--- src/sv/ps2s2a_pkg.sv ---
package ps2s2a_pkg;

    localparam logic [7:0] CODE_BREAK  = 8'hF0;
    localparam logic [7:0] CODE_LSHIFT = 8'h12;
    localparam logic [7:0] CODE_RSHIFT = 8'h59;

    localparam int CODE_W  = 8;
    localparam int ASCII_W = 7;

    typedef struct packed {
        logic shift_held;
        logic release_pending;
    } t_flags;

    typedef struct packed {
        logic               hit;
        logic [ASCII_W-1:0] plain;
        logic [ASCII_W-1:0] upper;
    } t_key;

    typedef struct packed {
        logic               emit;
        logic [ASCII_W-1:0] ascii_char;
    } t_result;

    function automatic t_key key_lookup(input logic [CODE_W-1:0] code);
        t_key k;
        k = '{1'b1, 7'h20, 7'h20};
        unique case (code)
            8'h0e: k = '{1'b1, 7'h7C, 7'h20};
            8'h15: k = '{1'b1, 7'h71, 7'h51};
            8'h16: k = '{1'b1, 7'h31, 7'h21};
            8'h1a: k = '{1'b1, 7'h7A, 7'h5A};
            8'h1b: k = '{1'b1, 7'h73, 7'h53};
            8'h1c: k = '{1'b1, 7'h61, 7'h41};
            8'h1d: k = '{1'b1, 7'h77, 7'h57};
            8'h1e: k = '{1'b1, 7'h32, 7'h22};
            8'h21: k = '{1'b1, 7'h63, 7'h43};
            8'h22: k = '{1'b1, 7'h78, 7'h58};
            8'h23: k = '{1'b1, 7'h64, 7'h44};
            8'h24: k = '{1'b1, 7'h65, 7'h45};
            8'h25: k = '{1'b1, 7'h34, 7'h24};
            8'h26: k = '{1'b1, 7'h33, 7'h20};
            8'h29: k = '{1'b1, 7'h20, 7'h20};
            8'h2a: k = '{1'b1, 7'h76, 7'h56};
            8'h2b: k = '{1'b1, 7'h66, 7'h46};
            8'h2c: k = '{1'b1, 7'h74, 7'h54};
            8'h2d: k = '{1'b1, 7'h72, 7'h52};
            8'h2e: k = '{1'b1, 7'h35, 7'h25};
            8'h31: k = '{1'b1, 7'h6E, 7'h4E};
            8'h32: k = '{1'b1, 7'h62, 7'h42};
            8'h33: k = '{1'b1, 7'h68, 7'h48};
            8'h34: k = '{1'b1, 7'h67, 7'h47};
            8'h35: k = '{1'b1, 7'h79, 7'h59};
            8'h36: k = '{1'b1, 7'h36, 7'h26};
            8'h39: k = '{1'b1, 7'h2C, 7'h3B};
            8'h3a: k = '{1'b1, 7'h6D, 7'h4D};
            8'h3b: k = '{1'b1, 7'h6A, 7'h4A};
            8'h3c: k = '{1'b1, 7'h75, 7'h55};
            8'h3d: k = '{1'b1, 7'h37, 7'h2F};
            8'h3e: k = '{1'b1, 7'h38, 7'h20};
            8'h41: k = '{1'b1, 7'h2C, 7'h3B};
            8'h42: k = '{1'b1, 7'h6B, 7'h4B};
            8'h43: k = '{1'b1, 7'h69, 7'h49};
            8'h44: k = '{1'b1, 7'h6F, 7'h4F};
            8'h45: k = '{1'b1, 7'h30, 7'h3D};
            8'h46: k = '{1'b1, 7'h39, 7'h20};
            8'h49: k = '{1'b1, 7'h2E, 7'h3A};
            8'h4a: k = '{1'b1, 7'h2D, 7'h5F};
            8'h4b: k = '{1'b1, 7'h6C, 7'h4C};
            8'h4c: k = '{1'b1, 7'h20, 7'h20};
            8'h4d: k = '{1'b1, 7'h70, 7'h50};
            8'h4e: k = '{1'b1, 7'h2B, 7'h2A};
            8'h52: k = '{1'b1, 7'h20, 7'h20};
            8'h54: k = '{1'b1, 7'h20, 7'h20};
            8'h55: k = '{1'b1, 7'h5C, 7'h20};
            8'h5a: k = '{1'b1, 7'h0D, 7'h0D};
            8'h5b: k = '{1'b1, 7'h20, 7'h20};
            8'h5d: k = '{1'b1, 7'h27, 7'h20};
            8'h61: k = '{1'b1, 7'h3C, 7'h3E};
            8'h66: k = '{1'b1, 7'h08, 7'h08};
            8'h69: k = '{1'b1, 7'h31, 7'h20};
            8'h6b: k = '{1'b1, 7'h34, 7'h20};
            8'h6c: k = '{1'b1, 7'h37, 7'h20};
            8'h70: k = '{1'b1, 7'h30, 7'h20};
            8'h71: k = '{1'b1, 7'h2C, 7'h20};
            8'h72: k = '{1'b1, 7'h32, 7'h20};
            8'h73: k = '{1'b1, 7'h35, 7'h20};
            8'h74: k = '{1'b1, 7'h36, 7'h20};
            8'h75: k = '{1'b1, 7'h38, 7'h20};
            8'h79: k = '{1'b1, 7'h2B, 7'h20};
            8'h7a: k = '{1'b1, 7'h33, 7'h20};
            8'h7b: k = '{1'b1, 7'h2D, 7'h20};
            8'h7c: k = '{1'b1, 7'h2A, 7'h20};
            8'h7d: k = '{1'b1, 7'h39, 7'h20};
            default: k = '{1'b0, 7'h00, 7'h00};
        endcase
        return k;
    endfunction

endpackage

--- src/sv/ps2_scancode_to_ascii.sv ---
// Channel   Dir  tdata bits (lowest up)        Handshake
// s_axis    in   [7:0] scan_code               tvalid/tready
// m_axis    out  [6:0] ascii_char, [7] zero    tvalid/tready
//
// One item per cycle sustained while m_axis_tready is high; a code passes the input register, then the result register.
// Input register feeds the table lookup and flag update; result register drives m_axis.
// Synchronous active-low reset clears both flags and both valid bits.
// A stalled result holds the input register; s_axis_tready stays high while the
// result register is empty or being taken.
module ps2_scancode_to_ascii (
    input  logic       i_clk,
    input  logic       i_rst_n,
    input  logic       s_axis_tvalid,
    output logic       s_axis_tready,
    input  logic [7:0] s_axis_tdata,   // [7:0] scan_code
    output logic       m_axis_tvalid,
    input  logic       m_axis_tready,
    output logic [7:0] m_axis_tdata    // [6:0] ascii_char, [7] zero
);

    logic                             r_in_valid;
    logic [ps2s2a_pkg::CODE_W-1:0]    r_code;
    ps2s2a_pkg::t_flags               r_flags;
    ps2s2a_pkg::t_flags               n_flags;
    ps2s2a_pkg::t_result              dec_result;
    logic                             r_out_valid;
    logic [ps2s2a_pkg::ASCII_W-1:0]   r_ascii;
    logic                             advance;

    assign advance       = r_in_valid && (!r_out_valid || m_axis_tready);
    assign s_axis_tready = !r_in_valid || advance;
    assign m_axis_tvalid = r_out_valid;
    assign m_axis_tdata  = {1'b0, r_ascii};

    ps2s2a_decode u_decode (
        .i_code   (r_code),
        .i_flags  (r_flags),
        .o_flags  (n_flags),
        .o_result (dec_result)
    );

    always_ff @(posedge i_clk) begin
        if (!i_rst_n) begin
            r_in_valid  <= 1'b0;
            r_out_valid <= 1'b0;
            r_flags     <= '0;
        end else begin
            if (s_axis_tready) begin
                r_in_valid <= s_axis_tvalid;
            end
            if (advance) begin
                r_flags     <= n_flags;
                r_out_valid <= dec_result.emit;
            end else if (m_axis_tready) begin
                r_out_valid <= 1'b0;
            end
        end
    end

    always_ff @(posedge i_clk) begin
        if (s_axis_tready && s_axis_tvalid) begin
            r_code <= s_axis_tdata;
        end
        if (advance && dec_result.emit) begin
            r_ascii <= dec_result.ascii_char;
        end
    end

endmodule

--- src/sv/ps2s2a_decode.sv ---
module ps2s2a_decode (
    input  logic [ps2s2a_pkg::CODE_W-1:0] i_code,
    input  ps2s2a_pkg::t_flags            i_flags,
    output ps2s2a_pkg::t_flags            o_flags,
    output ps2s2a_pkg::t_result           o_result
);

    ps2s2a_pkg::t_key key;

    assign key = ps2s2a_pkg::key_lookup(i_code);

    always_comb begin
        o_flags             = i_flags;
        o_result.emit       = 1'b0;
        o_result.ascii_char = i_flags.shift_held ? key.upper : key.plain;
        priority if (i_flags.release_pending) begin
            o_flags.release_pending = 1'b0;
            if (i_code == ps2s2a_pkg::CODE_LSHIFT) begin
                o_flags.shift_held = 1'b0;
            end
        end else if (i_code == ps2s2a_pkg::CODE_BREAK) begin
            o_flags.release_pending = 1'b1;
        end else if (i_code == ps2s2a_pkg::CODE_LSHIFT) begin
            o_flags.shift_held = 1'b1;
        end else if (i_code == ps2s2a_pkg::CODE_RSHIFT) begin
            o_result.emit = 1'b0;
        end else begin
            o_result.emit = key.hit;
        end
    end

endmodule

--- config.mk ---
export PLATFORM = sky130hd
export DESIGN_NAME = ps2_scancode_to_ascii
export DESIGN_NICKNAME = d
export VERILOG_FILES = /design/src/sv/ps2s2a_pkg.sv /design/src/sv/ps2_scancode_to_ascii.sv /design/src/sv/ps2s2a_decode.sv
export SDC_FILE = /design/constraint.sdc
export NUM_CORES = 1
export LEC_CHECK = 0
export BUFFER_PORTS_ARGS = -buffer_cell sky130_fd_sc_hd__buf_4
export CAP_MARGIN = 20
export CORE_MARGIN = 4
export CORE_UTILIZATION = 40
export CTS_CLUSTER_SIZE = 20
export DETAILED_ROUTE_END_ITERATION = 7
export PLACE_DENSITY = 0.63
export SLEW_MARGIN = 30
export SYNTH_ARGS = -nofsm -noshare
export SYNTH_HDL_FRONTEND = slang
export SYNTH_SLANG_ARGS = --single-unit
--- constraint.sdc ---
create_clock -name i_clk -period 8.4 [get_ports i_clk]
set_input_delay 0.84 -clock i_clk [delete_from_list [all_inputs] [get_ports i_clk]]
set_output_delay 0.84 -clock i_clk [all_outputs]
set_load 0.1 [all_outputs]
# == Yosys cells after proc, flatten, opt, wreduce, memory -nomap -nowiden ==
# Memory sizes are Yosys's and may differ from the RTL's. A register that Yosys moved wholly into a read port is not among the register bits.
# Index checks and enable logic that the tools add are counted.
# op_classes
n_eq_ne,4
mux,14
n_reduce_logical,9
# ops
op,n
$mux W15,1
$mux W7,2
$mux W1,10
$eq A8 B5 Y1 const B,1
$eq A8 B7 Y1 const B,1
$eq A8 B8 Y1 const B,1
$logic_and A1 B1 Y1,3
$reduce_and A3 Y1,1
$logic_not A1 Y1,2
$logic_or A1 B1 Y1,2
$mux W2,1
$ne A2 B2 Y1 const B,1
$reduce_bool A2 Y1,1
# totals
regBits,19
rom_bits,1920
out_inout_bits,10
elab_cells,34
n_memories,1
# memory_table
memory,depth,width,rd,rd_ports_with_merged_regs,write_ports,line,source
(name not given),128,15,1,1,0,ps2s2a_pkg.sv:29,unique case (code)

# == Logic depth before layout (Yosys ltp) ==
# logic_depth
word_depth,6
mapped_depth,14

# == Cells and area by module ==
# Synthesis repeated with hierarchy kept, for this count alone.
# unflattened
cells_unflattened,346
area_unflattened_um2,2681.3
# by_module_without_submodules
mod,instances,cells_per_inst,area_per_inst_um2,seq_area_each_um2
ps2s2a_decode,1,309,2050.7,0.0
ps2_scancode_to_ascii,1,37,630.6,530.5

# == Least setup slack after synthesis ==
# Ideal clock, no wire load.
# synth_path
path_kind,register -> register
start,reg r_out_valid (netlist: m_axis_tvalid)
end,reg (tool-made name)
setup_ns,0.120
arrival_time_ns,3.696
required_ns,8.280
slack_ns,4.585
path_stages_with_launch,14
cell_sequence,dfxtp_1 -> and3b_1 -> inv_2 -> nand2_4 -> mux2i_1 -> buf_2 -> ha_1 -> clkbuf_1 -> inv_1 -> ha_1 -> nor2_1 -> o311ai_1 -> o32ai_1 -> a211o_1
# synth_rtl
item,line,source
"start, declared",ps2_scancode_to_ascii.sv:26,logic r_out_valid;
"start signal, assigned",ps2_scancode_to_ascii.sv:53,r_out_valid <= dec_result.emit;

==> qor.csv <==
metric,value,unit
outcome,completed,
largest net degree at the start of global routing,35,
CTS tree,yes,
Core ar.,0.00725,mm^2
initial antenna violation count,0,
H-tree levels,2,
critical path's slowest cell,mux2i_2,
Worst EP arrival,4.32,ns
Routed wire per std cell,19.4,um
met2 usage,0.316,
fin crit period,4.17,ns
RePlAce Congestion,0.964,
WP data required,8.55,ns
Layout fillers,741,
"FF+latch count, synth",34,
Yosys cell types,67,
Chip Width,94.6,um
Vias,3167,
reg2reg start,m_axis_tvalid,
count of final hold-check violations,0,
grt ovf,0,
DR vias/cell,6.42,
Final period util,0.496,
Post-synth ARST share,0,
GRT busiest layer,met1,
Cells after Synth,392,
Syn-to-layout area delta,9.19,%
Tot Pwr,512,uW
Setup crit start kind,primary input,
setup TNS,0,ns
fin util,0.451,
DRC,0,
Mapped Avg Cell Area,7.64,um^2
part of the Yosys area used for sequential elements,0.277,
fin worst setup slack,4.23,ns
Rel. slew slack,0.383,
hold_buf cts,0,
I/O pin count,22,
Setup Buffers After CTS,0,
clock sinks,34,
Root Buffer,clkbuf_8,
Tot GR Track Use,0.220,
Hold Crit Class,flip-flop to flip-flop,
leading register cell type out of synthesis,dfxtp_1,
grt met1 use,0.321,
Worst Setup End Kind,flip-flop,
Max Cap Viol,0,
Critical Path Start,m_axis_tready,
met3 Use GR,0.0438,
share of post-route cells with drive strength above 1,0.124,
Initial Utilization,0.413,
Slew Limit Fails,0,
clk_skew,0.0126,ns
Leak,1.16,nW
Peak VDD IR,0.0736,mV
Worst Tran Pin Value,0.923,ns
Die Y,94.6,um
Post-Syn Nets,414,
pwr/cell area,156,mW/mm^2
CP max FO,18,
WL final,9.54,mm
die area,0.00894,mm^2
"Clk Latency, worst-skew pair",0.30,ns
RSZ-0062 raised after global routing,false,
maximum clock insertion buffer count,2,
first drt pass iteration count,5,
CTS resizes,0,
Post-layout nets,415,
Initial DRC Count,491,
vias in the first global route,2841,
CTS buffer count,5,
ANT nets after route,0,
global-route wire length before repair,15.4,mm
"Setup violations, final",0,
Core Rows,31,
number of synthesized flops with an enable pin,15,
"slowest stage delay, CP",0.62,ns
Synth Warn #,0,
worst setup path class,primary input to flip-flop,
# diodes,0,
Max Freq,0.240,GHz
PortBufs,20,
pre-CTS WS,3.82,ns
"CTS clk-pin slew, worst paths",0.08,ns
"Critical Path, Cell by Cell","buf_4, and3b_1, inv_2, nand2_4, mux2i_2, inv_1, ha_1, and2_1, a22oi_1, nor2_1, or4_1",
cell area after synthesis,0.00300,mm^2
dpl hpwl,6.76,mm
R2R Setup Slk,4.50,ns
## metrics by stage
step | area, um^2 | hold WS (ns) | std cells
2_1_floorplan | 3000 | 0.516 | 392
3_3_place_gp | 3160 | 0.527 | 485
3_5_place_dp | 3160 | 0.539 | 485
4_1_cts | 3260 | 0.549 | 493
5_1_grt | 3270 | 0.585 | 493
6_report | 3270 | 0.538 | 493
## synthesized netlist by cell type (4+ instances only)
library cell,number,share of area
a21oi_1,39,0.065
nor2b_1,5,0.010
and2_1,6,0.013
mux2i_1,16,0.053
a211oi_1,10,0.025
nand4b_1,5,0.015
nor2_1,44,0.055
inv_1,4,0.0050
nand2b_1,6,0.013
nor3_1,14,0.023
o211ai_1,7,0.018
a31oi_1,8,0.017
dfxtp_1,19,0.13
nand3_1,11,0.018
o31ai_1,5,0.013
nand4_1,6,0.013
nand2_1,36,0.045
edfxtp_1,15,0.15
ha_1,10,0.042
o21ai_0,28,0.047
buf_2,14,0.023
clkbuf_1,13,0.016
inv_2,4,0.0050
## power breakdown
part	total (mW)	internal [mW]	switching [mW]
combinational	0.173	0.0566	0.117
sequential	0.199	0.190	0.00974
clock	0.139	0.0768	0.0625
## layout by cell type (no fill, tap or decap), drive strengths merged, types with 2 or more instances in the layout
cell | netlist | final
nor2 | 45 | 45
nand2 | 39 | 39
a21oi | 39 | 39
a32oi | 2 | 2
a32o | 2 | 2
o311ai | 2 | 2
nand2b | 6 | 6
clkbuf | 14 | 8
nor3 | 14 | 14
edfxtp | 15 | 15
nor2b | 5 | 5
mux2i | 16 | 16
and2 | 6 | 6
a211o | 3 | 3
o31ai | 5 | 5
dfxtp | 19 | 19
a211oi | 10 | 10
o21ai | 30 | 30
xnor2 | 3 | 3
nand3 | 11 | 11
nor3b | 2 | 2
o31a | 2 | 2
a21boi | 2 | 2
or4 | 2 | 2
buf | 17 | 25
o21a | 2 | 2
a22oi | 3 | 3
a31oi | 8 | 8
ha | 10 | 10
o32ai | 3 | 3
nand4 | 6 | 6
o221ai | 2 | 2
o22ai | 3 | 3
o211ai | 10 | 10
nand4b | 5 | 5
or3 | 3 | 3
inv | 9 | 9
## path summary, 6_finish.rpt
| kind | to | cells past startpoint |
|---|---|---|
| setup reg to reg | flip-flop | 10 |
| setup / recovery | flip-flop | 11 |
| hold / removal | r_ascii[2] | 2 |
| hold reg to reg | r_ascii[2] | 2 |
## metal layers
metal	vias up	share of wire
met2	205	0.42
met3	23	0.10
li1	1472	-
met5	-	0
met4	0	0.029
met1	1467	0.45
## cell families after synthesis
logic type	after synthesis	synth area share
AND/OR/NAND/NOR	146	0.238
other	1	0.00125
buffers and inverters	40	0.0610
AO/OA/AOI/OAI	140	0.312
adder cells (fa/ha/maj)	10	0.0418
multiplexers	17	0.0572
XOR/XNOR	4	0.0117
flip-flops	34	0.277
## final cells by class
type	count	area, um^2	area share
multi-input combinational	318	1990	0.609
sequential	34	831	0.254
timing repair buffer	25	188	0.0574
tap	99	124	0.0379
clock buffer	8	101	0.0310
inverter	9	36.3	0.0111
## worst max-delay path, delay by kind of cell
kind                     cells  cell delay, ns
adder cells (fa/ha/maj)      1            0.49
multiplexers                 1            0.62
AO/OA/AOI/OAI                1            0.21
AND/OR/NAND/NOR              5            1.64
buffers and inverters        3            0.52
Note: power is estimated with default switching activity, not from simulation.
